[config.mk]
export PLATFORM = sky130hd
export DESIGN_NAME = interrupt_vector_bitmap_allocator
export DESIGN_NICKNAME = d
export VERILOG_FILES = /design/src/hdl/ivba_pkg.sv /design/src/hdl/ivba_datapath.sv /design/src/hdl/ivba_ctrl.sv /design/src/hdl/interrupt_vector_bitmap_allocator.sv
export VERILOG_INCLUDE_DIRS = /design/src /design/src/hdl
export SDC_FILE = /design/constraint.sdc
export NUM_CORES = 2
export LEC_CHECK = 0
export CORE_MARGIN = 2
export CORE_UTILIZATION = 30
export CTS_CLUSTER_DIAMETER = 100
export DETAILED_ROUTE_END_ITERATION = 10
export DONT_BUFFER_PORTS = 1
export GPL_ROUTABILITY_DRIVEN = 0
export MAX_ROUTING_LAYER = met4
export SYNTH_ARGS = -nofsm -noshare
export SYNTH_HDL_FRONTEND = slang
export SYNTH_SLANG_ARGS = --single-unit
[constraint.sdc]
create_clock -name clk -period 34.7 [get_ports clk]
set_input_delay 1.735 -clock clk [delete_from_list [all_inputs] [get_ports clk]]
set_output_delay 1.735 -clock clk [all_outputs]
set_load 0.05 [all_outputs]
[src/hdl/assert_macros.svh]
// Assertion macros shared by the RTL files.
// ASSERT_HOLDS checks a property on every rising clock edge outside reset.
// ASSERT_NEVER checks that a condition is false on every rising clock edge outside reset.
`ifndef ASSERT_MACROS_SVH
`define ASSERT_MACROS_SVH

`ifndef ASSERT_OFF
`define ASSERT_HOLDS(label, clk, rst_n, prop) \
	label: assert property (@(posedge clk) disable iff (!rst_n) prop) \
		else $error("assertion failed");
`define ASSERT_NEVER(label, clk, rst_n, cond) \
	label: assert property (@(posedge clk) disable iff (!rst_n) !(cond)) \
		else $error("forbidden condition seen");
`else
`define ASSERT_HOLDS(label, clk, rst_n, prop)
`define ASSERT_NEVER(label, clk, rst_n, cond)
`endif

`endif

[src/hdl/ivba_pkg.sv]
package ivba_pkg;

	localparam int CHUNK_BITS = 8;
	localparam int BIT_W      = 3;
	localparam int ID_W       = 11;
	localparam int CFG_W      = 12;

	localparam logic [CHUNK_BITS-1:0] CHUNK_FULL = 8'hFF;

	// Source of the result that is loaded into the response register.
	localparam logic [1:0] RSP_FAIL  = 2'd0;
	localparam logic [1:0] RSP_ALLOC = 2'd1;
	localparam logic [1:0] RSP_FREE  = 2'd2;

	typedef struct packed {
		logic            req_type;
		logic [ID_W-1:0] vector_id;
	} ivba_req_t;

	typedef struct packed {
		logic            ok;
		logic [ID_W-1:0] granted_id;
	} ivba_rsp_t;

	typedef struct packed {
		logic       clr_wr;
		logic       load_req;
		logic       scan_start;
		logic       scan_step;
		logic       free_rd;
		logic       free_wr;
		logic       alloc_wr;
		logic       rsp_load;
		logic [1:0] rsp_sel;
	} ivba_cmd_t;

	typedef struct packed {
		logic clr_last;
		logic req_free;
		logic free_in_range;
		logic hit;
		logic scan_end;
	} ivba_status_t;

endpackage

[src/hdl/ivba_datapath.sv]
`include "assert_macros.svh"

module ivba_datapath #(
	parameter int MAX_VECTORS = 2048
) (
	input  logic                                    clk,
	input  logic                                    arst_n,
	input  logic                                    cfg_wr,
	input  logic [ivba_pkg::CFG_W-1:0]              cfg_data,
	input  ivba_pkg::ivba_req_t                     req_data,
	input  ivba_pkg::ivba_cmd_t                     cmd,
	output ivba_pkg::ivba_status_t                  status,
	output ivba_pkg::ivba_rsp_t                     rsp_data
);

	localparam int NUM_CHUNKS = (MAX_VECTORS + ivba_pkg::CHUNK_BITS - 1) / ivba_pkg::CHUNK_BITS;
	localparam int CHUNK_AW   = (NUM_CHUNKS > 1) ? $clog2(NUM_CHUNKS) : 1;
	localparam int CHUNK_CW   = $clog2(NUM_CHUNKS + 1);
	localparam int CNT_W      = $clog2(MAX_VECTORS + 1);
	localparam int ID_FW      = CHUNK_AW + ivba_pkg::BIT_W;
	localparam int MAX_A      = (CNT_W > ID_FW) ? CNT_W : ID_FW;
	localparam int MAX_B      = (ivba_pkg::CFG_W > ivba_pkg::ID_W) ? ivba_pkg::CFG_W
		: ivba_pkg::ID_W;
	localparam int CMP_W      = ((MAX_A > MAX_B) ? MAX_A : MAX_B) + 1;

	localparam int CB = ivba_pkg::CHUNK_BITS;

	// Lowest clear bit of a chunk that is known not to be full.
	function automatic logic [ivba_pkg::BIT_W-1:0] lowest_zero(input logic [CB-1:0] d);
		logic [ivba_pkg::BIT_W-1:0] pos;
		pos = '0;
		for (int i = CB - 1; i >= 0; i--) begin
			if (!d[i]) begin
				pos = ivba_pkg::BIT_W'(i);
			end
		end
		return pos;
	endfunction

	logic [CB-1:0]               mem [NUM_CHUNKS];
	logic [CB-1:0]               rd_data_q;
	logic [CHUNK_AW-1:0]         chunk_s1;
	logic                        vld_s1;
	logic [CHUNK_CW-1:0]         addr_q;
	logic [CHUNK_CW-1:0]         nchk_q;
	logic [CNT_W-1:0]            lim_q;
	ivba_pkg::ivba_req_t         req_q;
	ivba_pkg::ivba_rsp_t         rsp_q;

	logic [CNT_W-1:0]            lim_n;
	logic [CHUNK_CW-1:0]         nchk_n;
	logic                        scan_more;
	logic                        rd_en;
	logic [CHUNK_AW-1:0]         rd_addr;
	logic                        wr_en;
	logic [CHUNK_AW-1:0]         wr_addr;
	logic [CB-1:0]               wr_data;
	logic [CHUNK_AW-1:0]         vid_chunk;
	logic [ivba_pkg::BIT_W-1:0]  vid_bit;
	logic [ivba_pkg::BIT_W-1:0]  free_pos;
	logic [ID_FW-1:0]            alloc_id;
	logic                        alloc_ok;
	logic [CB-1:0]               vid_mask;
	logic [CB-1:0]               alloc_mask;

	// Saturate the vector count to the capacity and derive the chunk count to scan.
	assign lim_n  = (CMP_W'(cfg_data) > CMP_W'(MAX_VECTORS)) ? CNT_W'(MAX_VECTORS)
		: CNT_W'(cfg_data);
	assign nchk_n = CHUNK_CW'((CMP_W'(lim_n) + CMP_W'(CB - 1)) >> ivba_pkg::BIT_W);

	assign vid_chunk  = CHUNK_AW'(req_q.vector_id >> ivba_pkg::BIT_W);
	assign vid_bit    = req_q.vector_id[ivba_pkg::BIT_W-1:0];
	assign vid_mask   = CB'(1) << vid_bit;
	assign free_pos   = lowest_zero(rd_data_q);
	assign alloc_mask = CB'(1) << free_pos;
	assign alloc_id   = {chunk_s1, free_pos};
	assign alloc_ok   = CMP_W'(alloc_id) < CMP_W'(lim_q);
	assign scan_more  = addr_q < nchk_q;

	assign status.clr_last      = addr_q == CHUNK_CW'(NUM_CHUNKS - 1);
	assign status.req_free      = req_q.req_type;
	assign status.free_in_range = CMP_W'(req_q.vector_id) < CMP_W'(lim_q);
	assign status.hit           = vld_s1 && (rd_data_q != ivba_pkg::CHUNK_FULL);
	assign status.scan_end      = !vld_s1 && !scan_more;

	assign rd_en   = cmd.free_rd || (cmd.scan_step && scan_more);
	assign rd_addr = cmd.free_rd ? vid_chunk : addr_q[CHUNK_AW-1:0];

	always_comb begin
		wr_en   = 1'b0;
		wr_addr = addr_q[CHUNK_AW-1:0];
		wr_data = '0;
		priority if (cmd.clr_wr) begin
			wr_en = 1'b1;
		end else if (cmd.alloc_wr) begin
			wr_en   = alloc_ok;
			wr_addr = chunk_s1;
			wr_data = rd_data_q | alloc_mask;
		end else if (cmd.free_wr) begin
			wr_en   = 1'b1;
			wr_addr = vid_chunk;
			wr_data = rd_data_q & ~vid_mask;
		end
	end

	always_ff @(posedge clk) begin
		if (wr_en) begin
			mem[wr_addr] <= wr_data;
		end
		if (rd_en) begin
			rd_data_q <= mem[rd_addr];
		end
		if (cmd.scan_step && scan_more) begin
			chunk_s1 <= addr_q[CHUNK_AW-1:0];
		end
		if (cmd.load_req) begin
			req_q <= req_data;
		end
		if (cmd.rsp_load) begin
			unique case (cmd.rsp_sel)
				ivba_pkg::RSP_ALLOC: begin
					rsp_q.ok         <= alloc_ok;
					rsp_q.granted_id <= alloc_ok ? ivba_pkg::ID_W'(alloc_id) : '0;
				end
				ivba_pkg::RSP_FREE: begin
					rsp_q.ok         <= |(rd_data_q & vid_mask);
					rsp_q.granted_id <= '0;
				end
				default: begin
					rsp_q.ok         <= 1'b0;
					rsp_q.granted_id <= '0;
				end
			endcase
		end
	end

	always_ff @(posedge clk or negedge arst_n) begin
		if (!arst_n) begin
			addr_q <= '0;
			vld_s1 <= 1'b0;
			lim_q  <= '0;
			nchk_q <= '0;
		end else begin
			if (cfg_wr) begin
				lim_q  <= lim_n;
				nchk_q <= nchk_n;
			end
			priority if (cmd.scan_start) begin
				addr_q <= '0;
				vld_s1 <= 1'b0;
			end else if (cmd.clr_wr) begin
				addr_q <= addr_q + CHUNK_CW'(1);
			end else if (cmd.scan_step) begin
				vld_s1 <= scan_more;
				if (scan_more) begin
					addr_q <= addr_q + CHUNK_CW'(1);
				end
			end
		end
	end

	assign rsp_data = rsp_q;

	`ASSERT_HOLDS(a_grant_within_scan, clk, arst_n,
		(cmd.alloc_wr && alloc_ok) |-> (CHUNK_CW'(chunk_s1) < nchk_q))
	`ASSERT_NEVER(a_clear_vs_read, clk, arst_n, cmd.clr_wr && rd_en)

endmodule

[src/hdl/ivba_ctrl.sv]
`include "assert_macros.svh"

module ivba_ctrl (
	input  logic                   clk,
	input  logic                   arst_n,
	input  logic                   req_valid,
	output logic                   req_stall,
	output logic                   rsp_valid,
	input  logic                   rsp_stall,
	input  ivba_pkg::ivba_status_t status,
	output ivba_pkg::ivba_cmd_t    cmd
);

	localparam logic [2:0] ST_CLEAR = 3'd0;
	localparam logic [2:0] ST_IDLE  = 3'd1;
	localparam logic [2:0] ST_START = 3'd2;
	localparam logic [2:0] ST_SCAN  = 3'd3;
	localparam logic [2:0] ST_FREE  = 3'd4;

	logic [2:0] state_q;
	logic [2:0] state_n;
	logic       rsp_valid_q;
	logic       rsp_free;

	// The response register can take a new result when empty or emptying now.
	assign rsp_free  = !rsp_valid_q || !rsp_stall;
	assign req_stall = state_q != ST_IDLE;
	assign rsp_valid = rsp_valid_q;

	always_comb begin
		cmd     = '0;
		state_n = state_q;
		unique case (state_q)
			ST_CLEAR: begin
				cmd.clr_wr = 1'b1;
				if (status.clr_last) begin
					state_n = ST_IDLE;
				end
			end
			ST_IDLE: begin
				cmd.load_req = req_valid;
				if (req_valid) begin
					state_n = ST_START;
				end
			end
			ST_START: begin
				if (rsp_free) begin
					if (!status.req_free) begin
						cmd.scan_start = 1'b1;
						state_n        = ST_SCAN;
					end else if (status.free_in_range) begin
						cmd.free_rd = 1'b1;
						state_n     = ST_FREE;
					end else begin
						cmd.rsp_load = 1'b1;
						cmd.rsp_sel  = ivba_pkg::RSP_FAIL;
						state_n      = ST_IDLE;
					end
				end
			end
			ST_SCAN: begin
				cmd.scan_step = 1'b1;
				if (status.hit) begin
					cmd.alloc_wr = 1'b1;
					cmd.rsp_load = 1'b1;
					cmd.rsp_sel  = ivba_pkg::RSP_ALLOC;
					state_n      = ST_IDLE;
				end else if (status.scan_end) begin
					cmd.rsp_load = 1'b1;
					cmd.rsp_sel  = ivba_pkg::RSP_FAIL;
					state_n      = ST_IDLE;
				end
			end
			ST_FREE: begin
				cmd.free_wr  = 1'b1;
				cmd.rsp_load = 1'b1;
				cmd.rsp_sel  = ivba_pkg::RSP_FREE;
				state_n      = ST_IDLE;
			end
			default: begin
				state_n = ST_IDLE;
			end
		endcase
	end

	always_ff @(posedge clk or negedge arst_n) begin
		if (!arst_n) begin
			state_q     <= ST_CLEAR;
			rsp_valid_q <= 1'b0;
		end else begin
			state_q <= state_n;
			if (cmd.rsp_load) begin
				rsp_valid_q <= 1'b1;
			end else if (!rsp_stall) begin
				rsp_valid_q <= 1'b0;
			end
		end
	end

	`ASSERT_HOLDS(a_load_into_free_slot, clk, arst_n, cmd.rsp_load |-> rsp_free)
	`ASSERT_HOLDS(a_load_ends_request, clk, arst_n,
		cmd.rsp_load |=> (state_q == ST_IDLE && rsp_valid_q))
	`ASSERT_HOLDS(a_clear_runs_to_end, clk, arst_n,
		(state_q == ST_CLEAR && !status.clr_last) |=> state_q == ST_CLEAR)

endmodule

[src/hdl/interrupt_vector_bitmap_allocator.sv]
// Interrupt vector allocator. The block keeps one "in use" bit for each of
// MAX_VECTORS vector numbers, held as 8-bit chunks in an on-chip memory. An
// allocate transaction (req_type 0) grants the lowest free vector below the
// configured vector_count, marks it used and returns it with ok set; with no
// free vector below the count it returns ok 0 and granted_id 0. A free
// transaction (req_type 1) clears the bit of vector_id when that number is below
// the count and returns ok 1 only if the vector was in use; granted_id is 0. A
// count written above MAX_VECTORS acts as MAX_VECTORS, and lowering the count
// leaves bits above it untouched. One request is worked on at a time, and its
// handling is set by the single memory port: a free reads the chunk of
// vector_id and writes it back (no memory access when vector_id is at or
// above the count), and an allocate reads chunks from the lowest upward until
// it finds one that is not full or passes the last chunk below the count. The
// next request can be accepted in the cycle after a result is produced, even
// while that result is still stalled at the output; that request then waits
// in its start state until the output register frees up, so output stalls
// lengthen its handling. After reset the block clears the memory, one chunk
// per cycle, and holds req_stall high for that time; vector_count writes are
// taken at any time and are expected only while no request is outstanding.

module interrupt_vector_bitmap_allocator #(
	parameter int MAX_VECTORS = 2048
) (
	input  logic                       clk,
	input  logic                       arst_n,
	input  logic                       cfg_valid,
	output logic                       cfg_ready,
	input  logic [ivba_pkg::CFG_W-1:0] cfg_data,
	input  logic                       req_valid,
	output logic                       req_stall,
	input  ivba_pkg::ivba_req_t        req_data,
	output logic                       rsp_valid,
	input  logic                       rsp_stall,
	output ivba_pkg::ivba_rsp_t        rsp_data
);

	ivba_pkg::ivba_cmd_t    cmd;
	ivba_pkg::ivba_status_t status;

	// The count register is a plain register write, so the port never pushes back.
	assign cfg_ready = 1'b1;

	ivba_ctrl u_ctrl (
		.clk       (clk),
		.arst_n    (arst_n),
		.req_valid (req_valid),
		.req_stall (req_stall),
		.rsp_valid (rsp_valid),
		.rsp_stall (rsp_stall),
		.status    (status),
		.cmd       (cmd)
	);

	ivba_datapath #(
		.MAX_VECTORS (MAX_VECTORS)
	) u_datapath (
		.clk      (clk),
		.arst_n   (arst_n),
		.cfg_wr   (cfg_valid && cfg_ready),
		.cfg_data (cfg_data),
		.req_data (req_data),
		.cmd      (cmd),
		.status   (status),
		.rsp_data (rsp_data)
	);

endmodule

# Yosys cells after proc, flatten, opt, wreduce, memory -nomap -nowiden
# Memory sizes are Yosys's and may differ from the RTL's. A register that Yosys moved wholly into a read port is not among the register bits.
# Cells that the tools add are included.
dict set report word_totals {
  register_bits 67
  mem_bits_rw 2048
  inputBits 29
  output_inout_bits 15
  elab_cells 115
  memories 1
}
# memory depth word_bits rd rd_clocked_by_memory_dff write_ports line_no
set mem_list {}
lappend mem_list {u_datapath.mem 256 8 1 1 1 ivba_datapath.sv:40} ;# logic [CB-1:0] mem [NUM_CHUNKS];
dict set report classes {
  n_addsub 2
  magnitude_cmp 4
  n_eq_ne 15
  n_shift 2
  mux 59
  bitwise_logic 4
  reduce_logical 17
}
# op count
set op_table {}
lappend op_table {{$mux W3} 20}
lappend op_table {{$mux W8} 7}
lappend op_table {{$mux W9} 4}
lappend op_table {{$lt A11 B12 Y1} 2}
lappend op_table {{$pmux W12 S2} 1}
lappend op_table {{$mux W1} 23}
lappend op_table {{$and A8 B8 Y8} 2}
lappend op_table {{$shl A1 B3 Y8 const A} 2}
lappend op_table {{$add A12 B3 Y12 const B} 1}
lappend op_table {{$gt A12 B12 Y1 const B} 1}
lappend op_table {{$mux W12} 1}
lappend op_table {{$pmux W3 S4} 1}
lappend op_table {{$mux W11} 1}
lappend op_table {{$add A9 B1 Y9 const B} 1}
lappend op_table {{$eq A9 B8 Y1 const B} 1}
lappend op_table {{$lt A9 B9 Y1} 1}
lappend op_table {{$pmux W3 S3} 1}
lappend op_table {{$ne A8 B8 Y1 const B} 1}
lappend op_table {{$not A8 Y8} 1}
lappend op_table {{$or A8 B8 Y8} 1}
lappend op_table {{$reduce_or A8 Y1} 1}
lappend op_table {{$eq A3 B2 Y1 const B} 2}
lappend op_table {{$ne A2 B2 Y1 const B} 3}
lappend op_table {{$reduce_bool A3 Y1} 2}
lappend op_table {{other kinds (14)} 22}

# Longest topological paths before layout
dict set report depth {
  depth_word 13
  mapped_depth 20
  mapped_depth_nobuf 14
}

# Hierarchy
# From an unflattened synthesis, not the netlist that was laid out.
dict set report unflattened {
  hier_cells 5943
  area_unflattened_um2 86555.5
}
# mod n_inst cells_each area_each_um2 seq_area_each_um2
set by_module_without_submodules {}
lappend by_module_without_submodules {ivba_datapath 1 5900 86223.9 63475.9}
lappend by_module_without_submodules {ivba_ctrl 1 41 320.3 100.1}
lappend by_module_without_submodules {interrupt_vector_bitmap_allocator 1 2 11.3 0.0}

# Worst setup path after synthesis
# Ideal clock, no wire load.
dict set report synth_timing {
  kind {reg2reg}
  startpoint {register u_datapath.rd_data_q[0], read port of u_datapath.mem}
  endpoint {memory u_datapath.mem[0][2] (netlist bit) (data pin)}
  setup_ps 2189
  arrival_time_ps 10962
  required_ps 32511
  slack_ps 21549
  stages_incl_launch_ff 7
  n_path_buf 1
  synth_period_minus_slack_ps 13151
  cell_sequence {edfxtp_1 > nand2_1 > nor2_1 > nand2_1 > nand4_1 > clkbuf_1 > o21ai_0}
}
dict set report synth_via {
  elab_chain_len 6
  elab_cells_between_ends 9
  classes_between {eq/ne (1); shift (1); mux (5); bitwise (1); reduce/logical (1)}
}
# element line_no
set synth_lines {}
lappend synth_lines {{start: declaration} ivba_datapath.sv:41} ;# logic [CB-1:0] rd_data_q;
lappend synth_lines {{$ne A8 B8 Y1} ivba_datapath.sv:83} ;# assign status.hit = vld_s1 && (rd_data_q != ivba_pkg::CHUNK_FULL);
lappend synth_lines {{$logic_and A1 B1 Y1} ivba_datapath.sv:83}
lappend synth_lines {{$mux W1} ivba_ctrl.sv:63} ;# if (status.hit) begin
lappend synth_lines {{$mux W1} ivba_ctrl.sv:33} ;# unique case (state_q)
lappend synth_lines {{$mux W8 (*)} ivba_datapath.sv:95} ;# end else if (cmd.alloc_wr) begin
lappend synth_lines {{$mux W8 (*)} ivba_datapath.sv:93} ;# priority if (cmd.clr_wr) begin
lappend synth_lines {{named net u_datapath.wr_data[2]} ivba_datapath.sv:57} ;# logic [CB-1:0] wr_data;
lappend synth_lines {{end: declaration} ivba_datapath.sv:40}
# The timed path passes the listed nets; every way through them passes the cells marked *.

# Final worst setup path
dict set report layout_timing {
  startpoint {register u_datapath.req_q[9] (netlist bit)}
  endpoint {register u_datapath.rd_data_q[6], read port of u_datapath.mem (data pin)}
}
dict set report layout_via {
  elab_chain_len 6
  elab_cells_between_ends 7
  classes_between {order compare (1); mux (5); reduce/logical (1)}
}
# element line_no
set layout_lines {}
lappend layout_lines {{start: declaration} ivba_datapath.sv:47} ;# ivba_pkg::ivba_req_t req_q;
lappend layout_lines {{start signal: assignment} ivba_datapath.sv:117} ;# req_q <= req_data;
lappend layout_lines {{$lt A11 B12 Y1} ivba_datapath.sv:82} ;# assign status.free_in_range = CMP_W'(req_q.vector_id) < CMP_W'(lim_q);
lappend layout_lines {{$mux W1} ivba_ctrl.sv:51} ;# end else if (status.free_in_range) begin
lappend layout_lines {{$mux W1} ivba_ctrl.sv:48} ;# if (!status.req_free) begin
lappend layout_lines {{$mux W1} ivba_ctrl.sv:47} ;# if (rsp_free) begin
lappend layout_lines {{$mux W1} ivba_ctrl.sv:33}
lappend layout_lines {{$mux W8 / $logic_or A1 B1 Y1 (equally long branches)} {ivba_datapath.sv:87, ivba_datapath.sv:86}}
# Several ways; a longest one is shown, not always the timed one.
# A chain may end at the register's enable or synchronous reset.

==> flow_summary.toml <==
[outcome]
run_status = "finished, violations left"
failed_checks = "max-capacitance violations, max-slew violations"

[sta]
min_period_over_period = 0.212
hold_viol = 0
finalSetupViolations = 0
max_slew_margin = -0.0582
tightestPinTransition_ns = 1.58
setup_tns_ns = 0
maxSlewViolCount = 45
layout_min_cycle_time_ns = 7.35
skew_ns = 0.0617
rsz0062_at_grt = "false"
fmax_ghz = 0.136

[die]
die-height_um = 541
io_pins = 44
rows = 197
fp.dieW_um = 541
coreArea_um2 = 287000
start_util = 0.301
die_area_um2 = 292000

[yosys]
ys_ff_latch = 2123
synth_area_um2 = 86400
syn_nets = 6663
syn_area_per_cell_um2 = 13.1
yosysSeqAreaShare = 0.736
yosys_warnings = 0
synth-edff-count = 2088
syn_inst = 6602
synthArstFlopShare = 0.0165
synthDistinctLibCells = 82
synth-main-ff-cell = "edfxtp_1"

[finish]
num-nets-final = 6779
drive_above_1_share = 0.104
syn2layout_area_growth_pct = 14.6
final.fill_count = 27600

[critical_path]
crit_fanout = 72
crit_type = "register to register"
r2r_cells = 14
crit_arrival_ns = 7.97
crit_path_start_kind = "register"
required_ns = 35.32
crit-reg2reg-launch = "u_datapath.req_q[9]"
rr_endpoint = "u_datapath.rd_data_q[6]"
cp-end-kind = "register"
rrSetupSlack_ns = 27.35

[global_route]
grt_pass1_vias = 55200
antenna_found_initial = 16
grt_usage = 0.194
grt_overflow_total = 0
grt_max_degree = 213
grt_pass1_wl_mm = 405

[placement]
port_buffers = 0
hpwl_mm = 170

[route]
wirelength_mm = 285
drtIter0Drc = 8943
drtPass1Iterations = 6
drc = 0
vias = 58800
vias_per_cell = 5.50
detail-route-antenna-nets = 0
wl_per_cell_um = 26.7

[clock_tree]
cts_tree = "done"
clock_latency_ns = 0.89
htreeDepth = 4
clock-sinks = 2123
cts.clk_slew.worst_paths_ns = 0.06
clockRootBuffer = "clkbuf_16"
clk_path_buf_depth = 3
postCtsSetupRepairBufs = 0
cts_resized = 0
hold_buffers = 0
cts_made_buffers = 216

[power_and_ir_drop]
pwr_density_cell_nw_per_um2 = 84.4
power_leakage_nw = 33.1
power_mw = 8.36
vdd_ir_drop_max_mv = 0.116

[run]
cap_viol_max_count = 1

[worst_hold_path]
min_path_type = "input port to async pin"
[per-layer routing]
metal	track usage	wire length, µm	part of all wire
met5	-	0	0
met4	0.0826	13100	0.046
met3	0.0447	32500	0.11
met2	0.289	127000	0.45
met1	0.254	112000	0.39
[cells by family (layout without fill, tap and decap cells)]
family	after synthesis	after routing	synth area share
fa+ha+maj	32	32	0.00463
buf+inv	478	777	0.0246
other cells	1	10	0.0000434
xor+xnor	13	13	0.00132
simple gates	3124	3124	0.159
compound gates	666	666	0.0553
flops	2123	2123	0.736
mux	165	165	0.0195
[cell usage after synthesis (41+ instances only)]
| cell type | number | area (µm²) |
|---|---|---|
| mux2i_1 | 160 | 1600 |
| edfxtp_1 | 2088 | 62700 |
| nand3_1 | 711 | 3560 |
| nand4_1 | 100 | 626 |
| nor3_1 | 280 | 1400 |
| a311oi_1 | 47 | 412 |
| o21ai_0 | 53 | 265 |
| buf_1 | 63 | 236 |
| a31oi_1 | 85 | 532 |
| nor2_1 | 80 | 300 |
| nand2_1 | 1787 | 6710 |
| buf_2 | 226 | 1130 |
| a21oi_1 | 139 | 696 |
| inv_1 | 41 | 154 |
| and3_1 | 67 | 419 |
| clkbuf_1 | 135 | 507 |
| a32oi_1 | 83 | 727 |
[cell type report]
class | instances | area (µm²) | area share
antenna | 9 | 22.5 | 0.000227
multi-input combinational | 4001 | 21200 | 0.214
timing repair buffer | 334 | 2630 | 0.0266
tap | 3781 | 4730 | 0.0478
inverter | 42 | 158 | 0.00159
clock inverter | 121 | 1050 | 0.0106
sequential | 2123 | 63600 | 0.642
clock buffer | 280 | 5690 | 0.0574
[worst max-delay path, cell delays in order, from the launching register on]
cell      delay [ns]
edfxtp_1        0.52
ha_1            0.37
nand4b_1        0.18
nor3_1          0.38
or3_1           0.44
o211a_4         0.84
buf_4           0.81
buf_4           0.76
mux2i_1         0.29
a221oi_1        0.11
a311o_1         0.36
o311a_1         0.20
nor4b_2         0.72
or4b_1          0.49
or4_1           0.50
[per-stage QoR]
step                      instances  setup slack (ns)  cell area, µm²  utilization  hold WS [ns]
final                         10700             27.35           99100        0.345         0.546
after global routing          10700             27.08           99000        0.345         0.519
after CTS                     10700             27.46           99000        0.345         0.495
after detailed placement      10300             27.00           92300        0.321         0.527
after global placement        10300             27.01           92200        0.321         0.524
after floorplan                6602             21.55           86400            -         0.449
[sequential cells by signal, summed over array words and instances, names as in the netlist]
signal / cells
u_ctrl.state_q: 3
u_datapath.req_q: 11
u_datapath.lim_q: 12
u_datapath.rsp_data: 12
u_datapath.rd_data_q: 8
u_datapath.nchk_q: 9
u_datapath.vld_s1: 1
u_datapath.status: 1
u_datapath.mem: 2048
u_ctrl.rsp_valid: 1
u_datapath.chunk_s1: 8
u_datapath.addr_q: 9
[report_power, final]
group          internal, mW  switching [mW]
sequential             2.99          0.0758
combinational         0.698            2.35
clock                  1.23            1.00
total                  4.92            3.43
[how the worst max path moves through the flow]
stage | startpoint | to | slack (ns) | cells past startpoint
after floorplan | u_datapath.rd_data_q[0] | u_datapath.mem[0][2] | 21.55 | 6
after global placement | rsp_stall | u_datapath.rd_data_q[6] | 27.01 | 13
after detailed placement | rsp_stall | u_datapath.rd_data_q[6] | 27.00 | 13
after CTS | u_datapath.req_q[9] | u_datapath.rd_data_q[6] | 27.46 | 14
after global routing | u_datapath.req_q[2] | u_datapath.rd_data_q[6] | 27.08 | 14
final | u_datapath.req_q[9] | u_datapath.rd_data_q[6] | 27.35 | 14
[cells in the final DEF, fill, tap and decap left out, types with 10 or more instances in the layout]
cell type	count
o22ai_1	19
inv_1	41
nand4_1	100
and2_1	13
nor4_1	14
a221oi_1	29
a41oi_1	13
clkbuf_16	217
and3_1	67
clkinv_2	32
nand3b_1	16
mux2i_1	160
ha_1	32
a21oi_1	137
edfxtp_1	2088
bufinv_16	10
nor3_1	241
buf_12	10
a22oi_1	18
buf_4	323
nand3_1	711
o21a_1	11
clkbuf_1	61
a21o_1	12
a211oi_1	22
o21ai_0	50
nor2_1	72
clkinv_1	53
o2111ai_1	12
a32o_1	14
dfrtp_1	35
or3_1	12
a32oi_1	83
a311oi_1	47
o31ai_1	12
nor3_2	40
a31oi_1	84
nand2_1	1783
o211ai_1	11
No activity file was read; power rests on OpenSTA's default activity.
